### src/rtl/core/atan_pkg.sv
// shared constants and types for the arctangent series unit
package atan_pkg;

    localparam int DATA_WIDTH_DEF = 32;
    localparam int MAG_W          = 29;
    localparam int ANGLE_W        = 30;
    localparam int TERM_W         = 16;
    localparam int TOL_W          = 29;
    localparam int DIV_W          = 64;
    localparam logic [ANGLE_W-1:0] HALF_PI    = 30'd421657428;
    localparam logic [ANGLE_W-1:0] QUARTER_PI = 30'd210828714;
    localparam logic [TOL_W-1:0]   TOL_RESET  = 29'd268;
    localparam logic [TERM_W-1:0]  CAP_RESET  = 16'd4096;

    localparam logic [0:0] REG_TOLERANCE = 1'd0;
    localparam logic [0:0] REG_TERM_CAP  = 1'd1;

    // datapath operations issued by the controller
    typedef enum logic [3:0] {
        OP_NONE,
        OP_LOAD,
        OP_SQR,
        OP_INIT,
        OP_ADD,
        OP_MULX2,
        OP_MULODD,
        OP_DIVODD,
        OP_DIVX,
        OP_FINISH
    } t_op;

    typedef struct packed {
        t_op op;
    } t_cmd;

    typedef struct packed {
        logic div_busy;
        logic is_one;
        logic recip;
        logic zero_arg;
        logic above_tol;
    } t_status;

endpackage

### src/rtl/core/atan_ctrl.sv
// arctangent controller: sequences the series iteration and the handshakes
module atan_ctrl (
    input  logic                        i_clk,
    input  logic                        i_rst_n,
    input  logic                        i_in_valid,
    output logic                        o_in_ready,
    output logic                        o_out_valid,
    input  logic                        i_out_ready,
    input  logic [atan_pkg::TERM_W-1:0] i_cap,
    input  logic [atan_pkg::TERM_W-1:0] i_terms,
    input  atan_pkg::t_status           i_status,
    output atan_pkg::t_cmd              o_cmd,
    output logic                        o_one,
    output logic                        o_capped
);
    typedef enum logic [3:0] {
        S_IDLE, S_SQR, S_INIT, S_WAIT0, S_CHECK, S_MULX2, S_MULODD,
        S_DIVODD, S_DIVX1, S_DIVX2, S_FIN, S_OUT
    } t_state;

    t_state r_state;
    logic   r_out_valid;
    logic   r_one;
    logic   r_capped;

    assign o_in_ready  = (r_state == S_IDLE) && (!r_out_valid || i_out_ready);
    assign o_out_valid = r_out_valid;
    assign o_one       = r_one;
    assign o_capped    = r_capped;

    always_comb begin
        o_cmd.op = atan_pkg::OP_NONE;
        case (r_state)
            S_IDLE:   if (i_in_valid && o_in_ready) o_cmd.op = atan_pkg::OP_LOAD;
            S_SQR:    o_cmd.op = atan_pkg::OP_SQR;
            S_INIT:   o_cmd.op = atan_pkg::OP_INIT;
            S_CHECK: begin
                if (!i_status.div_busy && i_status.above_tol && i_terms < i_cap
                        && !i_status.is_one) begin
                    o_cmd.op = atan_pkg::OP_ADD;
                end
            end
            S_MULX2:  o_cmd.op = atan_pkg::OP_MULX2;
            S_MULODD: o_cmd.op = atan_pkg::OP_MULODD;
            S_DIVODD: if (!i_status.div_busy) o_cmd.op = atan_pkg::OP_DIVODD;
            S_DIVX1:  if (!i_status.div_busy) o_cmd.op = atan_pkg::OP_DIVX;
            S_DIVX2:  if (!i_status.div_busy) o_cmd.op = atan_pkg::OP_DIVX;
            S_FIN:    if (!i_status.div_busy) o_cmd.op = atan_pkg::OP_FINISH;
            default: ;
        endcase
    end

    always_ff @(posedge i_clk) begin
        if (!i_rst_n) begin
            r_state     <= S_IDLE;
            r_out_valid <= 1'b0;
            r_one       <= 1'b0;
            r_capped    <= 1'b0;
        end else begin
            if (r_out_valid && i_out_ready) r_out_valid <= 1'b0;
            case (r_state)
                S_IDLE: if (i_in_valid && o_in_ready) r_state <= S_SQR;
                S_SQR:  r_state <= S_INIT;
                S_INIT: r_state <= S_WAIT0;
                S_WAIT0: r_state <= S_CHECK;
                S_CHECK: begin
                    if (!i_status.div_busy) begin
                        if (i_status.is_one || !i_status.above_tol) begin
                            r_capped <= 1'b0;
                            r_state  <= S_FIN;
                        end else if (i_terms >= i_cap) begin
                            r_capped <= 1'b1;
                            r_state  <= S_FIN;
                        end else if (i_status.recip) begin
                            r_state <= S_MULODD;
                        end else begin
                            r_state <= S_MULX2;
                        end
                    end
                end
                S_MULX2:  r_state <= S_MULODD;
                S_MULODD: r_state <= S_DIVODD;
                S_DIVODD: if (!i_status.div_busy)
                              r_state <= i_status.recip ? S_DIVX1 : S_WAIT0;
                S_DIVX1:  if (!i_status.div_busy) r_state <= S_DIVX2;
                S_DIVX2:  if (!i_status.div_busy) r_state <= S_WAIT0;
                S_FIN: begin
                    if (!i_status.div_busy) begin
                        r_one       <= i_status.is_one;
                        r_out_valid <= 1'b1;
                        r_state     <= S_IDLE;
                    end
                end
                default: r_state <= S_IDLE;
            endcase
        end
    end
endmodule

### config.mk
export PLATFORM = sky130hd
export DESIGN_NAME = atan_ctrl
export DESIGN_NICKNAME = d
export VERILOG_FILES = /design/src/rtl/core/atan_pkg.sv /design/src/rtl/core/atan_ctrl.sv
export SDC_FILE = /design/constraint.sdc
export NUM_CORES = 1
export LEC_CHECK = 0
export BUFFER_PORTS_ARGS = -buffer_cell sky130_fd_sc_hd__clkbuf_2
export CAP_MARGIN = 20
export CORE_MARGIN = 5
export CORE_UTILIZATION = 44
export CTS_BUF_LIST = sky130_fd_sc_hd__clkbuf_4
export DETAILED_ROUTE_END_ITERATION = 6
export PLACE_DENSITY = 0.79
export SLEW_MARGIN = 25
export SYNTH_ARGS = -nofsm -noshare
export SYNTH_HDL_FRONTEND = slang
export SYNTH_SLANG_ARGS = --single-unit
### constraint.sdc
create_clock -name i_clk -period 1.6 [get_ports i_clk]
set_input_delay 0.08 -clock i_clk [delete_from_list [all_inputs] [get_ports i_clk]]
set_output_delay 0.08 -clock i_clk [all_outputs]
set_load 0.05 [all_outputs]
# Word level (Yosys, flattened, before mapping)
# Index checks and enable logic that the tools add are counted.
# word_totals
elab_cells,63
romBits,0
out_inout_bits,8
reg_bits,7
memories,0
inputBits,41
latchBits,0
ram_bits,0
# classes
shift,0
bitwise_logic,1
reduce_logical,18
addsub,0
eq_ne,16
order_cmp,2
div_mod_pow,0
muxes,22
multipliers,0
# op_table
op,count
$mux 4,11
$pmux 4 s11,1
$pmux 4 s9,1
$eq 4x3->1 const B,4
$ge 16x16->1,1
$lt 16x16->1,1
$eq 4x4->1 const B,3
$ne 2x2->1 const B,5
$eq 4x2->1 const B,2
$logic_and 1x1->1,6
$mux 1,6
$mux 3,2
$reduce_and 6->1,1
$eq 4x1->1 const B,1
$logic_not 1->1,4
$logic_not 4->1,1
$reduce_and 3->1,1
$logic_or 1x1->1,2
$mux 2,1
$ne 2x1->1 const B,1
$reduce_and 2->1,1
$reduce_bool 2->1,1
$reduce_or 2->1,1
$not 1->1,1

# Depth between registers and ports, before layout
# Gate-level depths: netlist of run 1.
# depth
ltp_word,6
ltp_mapped,7
depth_no_buf,7

# Worst setup path before layout of run 1
# OpenSTA, ideal clock, no wires.
# synth_path
path_type,register to output
startpoint,register r_state[0]
endpoint,output port o_cmd[0] (netlist name)
path_buffers,1
arrival_ps,3233
required_ps,1520
path_stages_with_launch,7
path_slack_ps,-1713
path_cell_list,dfxtp_1 -> clkbuf_1 -> inv_1 -> nand2_1 -> nor4b_1 -> a21oi_1 -> o21ai_0
# synth_lines
item,line,source
from (decl),atan_ctrl.sv:21,t_state r_state;
from (signal assigned),atan_ctrl.sv:84,r_state <= i_status.recip ? S_DIVX1 : S_WAIT0;
to (decl),atan_ctrl.sv:12,"output atan_pkg::t_cmd o_cmd,"

# Worst setup path in the final report of run 1
# layout_path
startpoint,input port i_cap[6] (netlist name)
endpoint,register r_state[3]
# layout_between
elab_chain_cells,5
# layout_lines
item,line,source
from (decl),atan_ctrl.sv:9,"input logic [atan_pkg::TERM_W-1:0] i_cap,"
$ge 16x16->1,atan_ctrl.sv:71,end else if (i_terms >= i_cap) begin
$mux 4,atan_ctrl.sv:71,
$mux 4,atan_ctrl.sv:68,if (i_status.is_one || !i_status.above_tol) begin
$mux 4,atan_ctrl.sv:67,if (!i_status.div_busy) begin
$pmux 4 s11,atan_ctrl.sv:61,case (r_state)
# No other way between the ends. The select of a mux whose other input is x is not followed.
# A chain may end at the register's enable or synchronous reset.

==> results of run 1 <==
sequential cells by signal, indices dropped and copies added (netlist names):
name	count
o_capped	1
o_one	1
o_out_valid	1
r_state	4
metal layers:
metal	routed length [um]	vias up	share of wire
met5	0	-	0
met4	61	0	0.015
met3	347	14	0.085
met2	2290	93	0.56
met1	1380	673	0.34
li1	-	700	-
kinds of logic after synthesis:
family	Yosys count	share of synthesized area
xor gates and xnor gates	1	0.00812
DFF	7	0.130
buffers and inverters	29	0.101
and+or+nand+nor	52	0.247
adders and majority gates	16	0.186
AOI/OAI and AO/OA	47	0.328
metrics by stage:
step / hold WS, ps / instances
floorplan: 173 / 152
global placement: 330 / 249
detailed placement: 340 / 249
CTS: 70.7 / 254
global route: 91.6 / 257
finish: 80.8 / 257
worst paths after layout:
kind,from,to,slack (ps),cells after the start
min,i_status[3],o_one$_SDFFE_PN0P_,80,3
max,i_cap[6],r_state[3]$_SDFFE_PN0P_,-180,10
max reg2reg,r_state[2]$_SDFFE_PN0P_,r_state[2]$_SDFFE_PN0P_,50,5
min reg2reg,o_one$_SDFFE_PN0P_,o_one$_SDFFE_PN0P_,460,2
area by class of cell:
type	instances	area share
clock buffers	4	0.0153
inverters	23	0.0518
multi-input cells	116	0.551
flip-flops and latches	7	0.0767
well taps	30	0.0192
repair buffers	77	0.286
tightest hold or removal path: cells and delay by family:
| kind | cells | cell delay, ps |
|---|---|---|
| buffers and inverters | 1 | 90 |
| AOI/OAI and AO/OA | 1 | 50 |
| and+or+nand+nor | 1 | 60 |
power by group through the flow:
stage	combinational (mW)	clock, mW	sequential, mW
floorplan	0.531	0	0.207
global placement	0.757	0	0.239
detailed placement	0.783	0	0.242
CTS	0.845	0.182	0.242
global route	0.987	0.193	0.249
finish	0.916	0.177	0.243
placed cells by master, fill, tap and decap left out, drive strengths merged, types with 2 or more instances in the layout:
master | netlist | final
clkbuf | 5 | 40
nand2 | 18 | 18
o211ai | 3 | 3
a21oi | 12 | 12
dfxtp | 7 | 7
nor3 | 7 | 7
o31ai | 3 | 3
nand3 | 5 | 5
a21boi | 2 | 2
nand4 | 2 | 2
nand2b | 6 | 6
ha | 16 | 16
o2111ai | 3 | 3
o21ai | 6 | 6
nor2 | 7 | 7
a31oi | 2 | 2
o22ai | 2 | 2
or4 | 2 | 2
a21o | 2 | 2
buf | 1 | 41
a221oi | 2 | 2
inv | 23 | 23
a2bb2oi | 2 | 2
cells in the mapped netlist, types with 2 or more instances:
cell type and instances:
sky130_fd_sc_hd__a31oi_1 2, sky130_fd_sc_hd__o22ai_1 2, sky130_fd_sc_hd__nand3_1 5, sky130_fd_sc_hd__o31ai_1 2, sky130_fd_sc_hd__nand2_1 18, sky130_fd_sc_hd__a21boi_0 2, sky130_fd_sc_hd__o2111ai_1 3, sky130_fd_sc_hd__dfxtp_1 7
sky130_fd_sc_hd__nor3_1 7, sky130_fd_sc_hd__o211ai_1 3, sky130_fd_sc_hd__ha_1 16, sky130_fd_sc_hd__nand2b_1 6, sky130_fd_sc_hd__clkbuf_1 5, sky130_fd_sc_hd__a21oi_1 12, sky130_fd_sc_hd__a2bb2oi_1 2, sky130_fd_sc_hd__nor2_1 7
sky130_fd_sc_hd__inv_1 23, sky130_fd_sc_hd__or4_4 2, sky130_fd_sc_hd__o21ai_0 6
what timing repair did:
action	in CTS	in global routing
hold buffers	0	0
endpoints found under the setup margin	10	11
cloned	0	0
resized for setup	13	30
pin swaps	3	16
buffers inserted	1	3
==> flow_summary.yaml, run 1 <==
outcome:
  outcome: "complete, but fails checks"
  violations_in_the_final_reports: "setup timing"
placed_design:
  preCtsSetupSlack_ps: -353
  placement.cell_area_um2: 1730
  post-dp-hpwl_um: 3130
  buffer_ports.inserted: 47
  gpl.final_weighted_congestion: 0.969
power_and_ir_drop:
  p_comb_frac: 0.686
  leakage_nw: 0.868
  p_seq_frac: 0.182
  p_sw_mw: 0.585
  swShare: 0.438
  cellPowerDensity_nw_per_um2: 682
  power_frac_clock: 0.132
  finalPower_mw: 1.34
  internal_power_contribution_mw: 0.750
  irDropWorstVdd_mv: 0.702
sta:
  hold_viol: 0
  unrepaired_setup_endpoints_after_global_routing: "yes"
  max_freq_mhz: 560
  finalCritPeriodShare: 1.12
  timing.setup.tns_ps: -821
  slew_worst_pin_ps: 513
  worst_path_setup_slack_after_routing_ps: -185
  setup_violations: 7
  timing.final.crit_period_ps: 1780
  clock_skew_ps: 3.53
  final_report_max_slew_violation_count: 0
  slew_headroom: 0.649
cts:
  clock_tree.buffer_depth: 2
  cts_root_buf: "sky130_fd_sc_hd__clkbuf_4"
  tritoncts: "built"
  worst_setup_hold_path_clk_slew_ps: 50
  clk-insertion-delay-late_ps: 250
  cts_htree_levels: 1
  tritoncts.num_buffers: 3
  cts_num_sinks: 7
global_route:
  met3_usage: 0.0370
  grt.total_usage: 0.224
  use_met2: 0.427
  grt_max_degree: 13
  grt_first_pass_wirelength_um: 6200
  antenna_found_initial: 0
  gr-usage-met1: 0.243
  grt.busiest_layer: "met2"
  first_global_vias: 1484
  total_grt_overflow: 0
routing:
  drt_first_iter_violations: 68
  detail_route.vias_per_cell: 5.76
  drc: 0
  drtAntennaViolNets: 0
  drt_pre_antenna_iters: 5
  route.detailed.wl_per_inst_um: 15.9
  detailroute.via_count: 1480
  totalWireLength_um: 4080
critical_path:
  worst_setup_path_end_kind: "flip-flop"
  max_stage_delay_ps: 570
  slowest_stage: "sky130_fd_sc_hd__or4_4"
  critPathTopFamily: "simple AND/OR/NAND/NOR gates"
  path_class: "in -> reg"
  critical_path.cell_chain: "buf_6, inv_2, ha_4, nand4_1, or4_4, buf_4, a221oi_4, nor3_2, buf_4, o211ai_1"
  start_kind: "input pin"
  arrival_ps: 1940
  critical_path.most_common_cell: "sky130_fd_sc_hd__buf_4"
  crit_path_max_fanout: 3
  crit_buf_inv: 4
  cp.required_ps: 1760
final_layout:
  post-route-util: 0.813
  multi_input_area_um2: 1080
  nFillCells: 150
  seq_area_um2: 150
  final_area_um2: 1960
  antenna-diode-count: 0
  syn2layout_area_growth_pct: 81.6
  nets: 285
  drive_gt1_frac: 0.581
yosys:
  synth_cell_types: 41
  post_synth_instance_area_um2: 1080
  synth_enable_flop_cells: 0
  netlist.top_cell.by_area: "sky130_fd_sc_hd__ha_1"
  synth-main-ff-cell: "sky130_fd_sc_hd__dfxtp_1"
  synthesis.yosys.warnings: 0
  synthesis.nets: 209
  synthDominantCellAreaShare: 0.186
  synthesis.instances: 152
  async_set_or_reset_register_ratio_after_synthesis: 0
  syn_avg_cell_area_um2: 7.10
  seq_area_frac_synth: 0.130
  synth.ff_latch_count: 7
  ys_top_cells_by_area: "sky130_fd_sc_hd__ha_1 (19%), sky130_fd_sc_hd__dfxtp_1 (13%), sky130_fd_sc_hd__inv_1 (8.0%), sky130_fd_sc_hd__nand2_1 (6.3%), sky130_fd_sc_hd__a21oi_1 (5.6%)"
hold_path:
  timing.hold.worst.class: "in -> reg"
floorplanning:
  cell_rows: 18
  die_area_um2: 3540
  floorplan.die.height_um: 59.5
  design.portCount: 49
  start_util: 0.448
  die_w_um: 59.5
  design.core.area_um2: 2410
run:
  maxCapViolations: 0
(Power assumes the default switching activity.)
==> inputs of run 2 (changes only) <==
Settings changed: ABC_AREA from default to 1, CORE_UTILIZATION 44 to 43, TNS_END_PERCENT from default to 20.
==> flow_summary.yaml, run 2 <==
outcome:
  outcome: "finished clean"
final_layout:
  syn2layout_area_growth_pct: 49.3
  final_area_um2: 1510
  leading_cell_types_in_the_layout_fill_and_taps_excluded: "sky130_fd_sc_hd__clkbuf_2 (44), sky130_fd_sc_hd__nand2_1 (37), sky130_fd_sc_hd__inv_1 (33), sky130_fd_sc_hd__nor2_1 (20), sky130_fd_sc_hd__ha_1 (15)"
  post-route-util: 0.677
  drive_gt1_frac: 0.422
  antenna-diode-count: 0
  nets: 288
  largest-register: "r_state"
  largest_register_ffs: 4
  layout.cells.most_common: "sky130_fd_sc_hd__clkbuf_2"
critical_path:
  rr_startpoint: "r_state[1]$_SDFFE_PN0P_"
  worst_setup_path_end_kind: "output port"
  start_kind: "flip-flop"
  crit_start: "r_state[0]$_SDFFE_PN0P_"
  arrival_ps: 1500
  max_stage_delay_ps: 390
  path_class: "reg -> out"
  critical_path.cell_chain: "nor2_2, inv_2, nor2_1, inv_1, nor2_2, a2111o_1, buf_8"
  crit_path_max_fanout: 5
  crit_buf_inv: 3
  cp.required_ps: 1520
  critPathTopFamily: "compound AO/OA/AOI/OAI gates"
  slowest_stage: "sky130_fd_sc_hd__a2111o_1"
  critical_path.most_common_cell: "sky130_fd_sc_hd__nor2_2"
global_route:
  grt_first_pass_wirelength_um: 4370
  grt.total_usage: 0.156
  grt_max_degree: 8
  total_grt_overflow: 0
  antenna_found_initial: 0
  first_global_vias: 1148
run:
  maxCapViolations: 0
floorplanning:
  die_area_um2: 3420
  design.core.area_um2: 2230
  floorplan.die.height_um: 58.5
  die_w_um: 58.5
  start_util: 0.453
  cell_rows: 17
  design.portCount: 49
hold_path:
  holdCritStartpoint: "i_rst_n"
  timing.hold.worst.class: "in -> reg"
sta:
  timing.hold.ws_ps: 79.6
  hold_viol: 0
  slew_headroom: 0.809
  final_report_max_slew_violation_count: 0
  unrepaired_setup_endpoints_after_global_routing: "yes"
  worst_path_setup_slack_after_routing_ps: 15.9
  clock_skew_ps: 7.55
  slew_worst_pin_ps: 287
  finalCritPeriodShare: 0.990
  timing.final.crit_period_ps: 1580
  max_freq_mhz: 631
  setup_violations: 0
routing:
  drtAntennaViolNets: 0
  dr.max_layer_used: "met4"
  totalWireLength_um: 2800
  drt-met1-wl_um: 1150
  drc: 0
  detailroute.wirelength.met2_um: 1440
  detail_route.vias_per_cell: 4.84
  drt_pre_antenna_iters: 5
  dr_wl_met3_um: 198
  detailroute.via_count: 1248
  drt_first_iter_violations: 27
  route.detailed.wl_per_inst_um: 10.8
yosys:
  synth.ff_latch_count: 7
  post_synth_instance_area_um2: 1010
  synthesis.nets: 222
  ys_top_cells_by_area: "sky130_fd_sc_hd__ha_1 (20%), sky130_fd_sc_hd__nand2_1 (14%), sky130_fd_sc_hd__dfxtp_1 (14%), sky130_fd_sc_hd__inv_1 (13%), sky130_fd_sc_hd__nor2_1 (9.6%)"
  synth.cells.most_frequent: "sky130_fd_sc_hd__nand2_1 (39), sky130_fd_sc_hd__inv_1 (34), sky130_fd_sc_hd__nor2_1 (26)"
  seq_area_frac_synth: 0.138
  netlist.top_cell.by_area: "sky130_fd_sc_hd__ha_1"
  synth-main-ff-cell: "sky130_fd_sc_hd__dfxtp_1"
  synthesis.yosys.warnings: 0
  synthDominantCellAreaShare: 0.198
  async_set_or_reset_register_ratio_after_synthesis: 0
  synth_enable_flop_cells: 0
  post-synth-top-count-cell: "sky130_fd_sc_hd__nand2_1"
  syn_avg_cell_area_um2: 6.13
  synth_cell_types: 27
  synthesis.instances: 165
placed_design:
  placement.cell_area_um2: 1350
  gpl.final_weighted_congestion: 0.853
  post-dp-hpwl_um: 2200
  buffer_ports.inserted: 47
  preCtsSetupSlack_ps: -15.6
cts:
  cts_num_sinks: 7
  cts_htree_levels: 1
  clock_tree.buffer_depth: 2
  cts_root_buf: "sky130_fd_sc_hd__clkbuf_4"
  worst_setup_hold_path_clk_slew_ps: 50
  tritoncts.num_buffers: 3
  tritoncts: "built"
  clk-insertion-delay-late_ps: 250
power_and_ir_drop:
  leakage_nw: 0.865
  irDropWorstVdd_mv: 0.935
  finalPower_mw: 1.52
  cellPowerDensity_nw_per_um2: 1000
## run 2: cell families after synthesis
group / after synthesis / share of synthesized area
AO/OA/AOI/OAI: 29 / 0.203
buffers and inverters: 39 / 0.146
flip-flops: 7 / 0.138
adder cells (fa/ha/maj): 16 / 0.198
AND/OR/NAND/NOR: 74 / 0.315
## run 2: area by class of cell
cell class / instances / area (um^2)
clock buffer: 4 / 30.0
fill: 213 / 722
inverter: 39 / 150
multi-input combinational: 119 / 774
sequential: 7 / 155
tap: 28 / 35.0
timing repair buffer: 61 / 367
## run 2: worst min-delay path, cell delays in order
cell	delay, ps
sky130_fd_sc_hd__clkbuf_2	90
sky130_fd_sc_hd__o21ai_0	70
sky130_fd_sc_hd__nor2_1	50
## run 2: path summary, 6_finish.rpt
path                             end  slack (ps)  depth (start not counted)
max                         o_cmd[0]          20                          7
min            o_capped$_SDFFE_PN0P_          80                          3
max reg2reg  r_state[0]$_SDFFE_PN0P_          40                          9
min reg2reg    o_capped$_SDFFE_PN0P_         480                          2
## run 2: repair_timing
| action | in CTS | in global routing |
|---|---|---|
| setup buffers | 1 | 5 |
| gates resized for setup | 13 | 19 |
| pin swaps | 0 | 6 |
| gates cloned | 0 | 0 |
| hold buffers | 0 | 0 |
| endpoints found under the setup margin | 3 | 3 |
## run 2: power by group
group	switching [mW]	leakage (nW)	total, mW	internal (mW)
logic	0.619	0.787	1.07	0.451
clock network	0.0625	0.0184	0.174	0.112
registers	0.0556	0.0597	0.271	0.215
## run 2: metrics by stage
| stage | std cells | setup TNS, ps |
|---|---|---|
| 2_1_floorplan | 165 | -141 |
| 3_3_place_gp | 248 | 0 |
| 3_5_place_dp | 248 | -15.6 |
| 4_1_cts | 253 | -2.41 |
| 5_1_grt | 258 | -111 |
| 6_report | 258 | 0 |
## run 2: metal layers
metal | track usage | vias to the layer above
li1 | - | 648
met1 | 0.195 | 559
met2 | 0.271 | 39
met3 | 0.0241 | 2
met4 | 0.0497 | 0
met5 | 0 | -
==> inputs of run 3 (changes only) <==
Settings changed: CORE_UTILIZATION 43 to 42, CTS_BUF_LIST sky130_fd_sc_hd__clkbuf_4 to default, PLACE_DENSITY 0.79 to 0.78.
==> flow_summary.yaml, run 3 (synthesized netlist as in run 2, its figures left out) <==
critical_path:
  worst-r2r-cell-count: 11
  reg2reg_slack_ps: 100
  path_class: "reg -> out"
  rr_startpoint: "r_state[0]$_SDFFE_PN0P_"
  arrival_ps: 1500
  rr_endpoint: "r_state[1]$_SDFFE_PN0P_"
  crit_path_max_fanout: 4
  start_kind: "flip-flop"
  cp.required_ps: 1520
  worst_setup_path_end_kind: "output port"
floorplanning:
  die_w_um: 59.1
  design.portCount: 49
  cell_rows: 17
  floorplan.die.height_um: 59.1
  design.core.area_um2: 2250
  start_util: 0.449
  die_area_um2: 3490
cts:
  tritoncts: "built"
  clk-insertion-delay-late_ps: 250
  tritoncts.num_buffers: 3
  cts_htree_levels: 1
  postCtsHoldBufs: 0
  clock_tree.buffer_depth: 2
  cts_root_buf: "sky130_fd_sc_hd__clkbuf_4"
  worst_setup_hold_path_clk_slew_ps: 50
  cts_num_sinks: 7
power_and_ir_drop:
  finalPower_mw: 1.54
  irDropWorstVdd_mv: 0.845
  cellPowerDensity_nw_per_um2: 998
  leakage_nw: 0.861
sta:
  hold_viol: 0
  setup_violations: 0
  max_freq_mhz: 633
  timing.final.crit_period_ps: 1580
  clock_skew_ps: 0.527
  finalCritPeriodShare: 0.988
  slew_worst_pin_ps: 291
  worst_path_setup_slack_after_routing_ps: 19.0
  slew_headroom: 0.807
  timing.setup.tns_ps: 0
  final_report_max_slew_violation_count: 0
  unrepaired_setup_endpoints_after_global_routing: "yes"
  timing.hold.ws_ps: 82.0
global_route:
  grt.total_usage: 0.154
  total_grt_overflow: 0
  grt_first_pass_wirelength_um: 4270
  grt_max_degree: 8
  first_global_vias: 1121
  antenna_found_initial: 0
final_layout:
  final_area_um2: 1540
  nFillCells: 203
  nets: 287
  largest_register_ffs: 4
  multi_input_area_um2: 820
  largest-register: "r_state"
  layout.cells.most_common: "sky130_fd_sc_hd__clkbuf_2"
  syn2layout_area_growth_pct: 52.3
  leading_cell_types_in_the_layout_fill_and_taps_excluded: "sky130_fd_sc_hd__clkbuf_2 (44), sky130_fd_sc_hd__nand2_1 (33), sky130_fd_sc_hd__inv_1 (30), sky130_fd_sc_hd__nor2_1 (19)"
  drive_gt1_frac: 0.459
  seq_area_um2: 155
  antenna-diode-count: 0
routing:
  drc: 0
  drt_pre_antenna_iters: 5
  drt_first_iter_violations: 34
  detail_route.vias_per_cell: 4.79
  drtAntennaViolNets: 0
  detailroute.via_count: 1231
  totalWireLength_um: 2680
  route.detailed.wl_per_inst_um: 10.4
hold_path:
  timing.hold.worst_endpoint: "o_one$_SDFFE_PN0P_"
  holdCritStartpoint: "i_rst_n"
  hold-path-cell-count: 3
  timing.hold.worst.class: "in -> reg"
placed_design:
  preCtsSetupSlack_ps: -51.0
  placement.cell_area_um2: 1320
  buffer_ports.inserted: 47
  gpl.final_weighted_congestion: 0.873
  post-dp-hpwl_um: 2180
outcome:
  outcome: "finished clean"
run:
  maxCapViolations: 0
run 3: changes by cell type in the layout (fill, tap and decap cells not counted), sizes merged:
| cell | before | now |
|---|---|---|
| clkbuf | 48 | 49 |
| buf | 17 | 15 |
run 3: timing repair:
action | in CTS | in global routing
gates resized for setup | 11 | 30
endpoints found under the setup margin | 3 | 4
pin swaps | 2 | 12
cloned | 0 | 0
setup buffers | 5 | 4
hold endpoints to repair | 0 | 0
run 3: final cells by class:
class / instances / share of cell area
Inverter: 39 / 0.0974
Multi-Input combinational cell: 119 / 0.532
Clock buffer: 4 / 0.0170
Tap cell: 28 / 0.0227
Timing Repair Buffer: 60 / 0.231
Sequential cell: 7 / 0.101
run 3: critical path, cell delays in order (launching register included):
cell                      delay (ps)
sky130_fd_sc_hd__dfxtp_4         360
sky130_fd_sc_hd__nor2_4          110
sky130_fd_sc_hd__inv_2            50
sky130_fd_sc_hd__buf_4           130
sky130_fd_sc_hd__nor2_4          120
sky130_fd_sc_hd__nand2_2          70
sky130_fd_sc_hd__nor2_2          110
sky130_fd_sc_hd__a211o_1         160
sky130_fd_sc_hd__buf_8           150
run 3: power breakdown:
group          total (mW)  leakage [nW]  internal [mW]  switching [mW]
clock network       0.157        0.0150         0.0949          0.0621
logic                1.12         0.786          0.473           0.643
registers           0.266        0.0597          0.215          0.0503
run 3: worst max-delay path by stage:
stage | start | endpoint | cells after the start
5_1_grt | r_state[0]$_SDFFE_PN0P_ | o_cmd[2] | 8
3_5_place_dp | i_cap[15] | o_cmd[2] | 10
2_1_floorplan | r_state[3]$_SDFFE_PN0P_ | o_cmd[0] | 6
3_3_place_gp | i_cap[15] | o_cmd[2] | 10
6_report | r_state[0]$_SDFFE_PN0P_ | o_cmd[2] | 8
4_1_cts | r_state[3]$_SDFFE_PN0P_ | o_cmd[0] | 7
run 3: layer usage:
metal | global-route usage | routed length, um
met2 | 0.281 | 1380
met1 | 0.178 | 1100
met4 | 0.0194 | 26
met3 | 0.0501 | 176
met5 | 0 | 0
run 3: stage by stage:
| step | util | cells |
|---|---|---|
| 3_5_place_dp | 0.583 | 244 |
| 2_1_floorplan | - | 165 |
| 6_report | 0.684 | 257 |
| 4_1_cts | 0.627 | 253 |
| 5_1_grt | 0.684 | 257 |
| 3_3_place_gp | 0.583 | 244 |
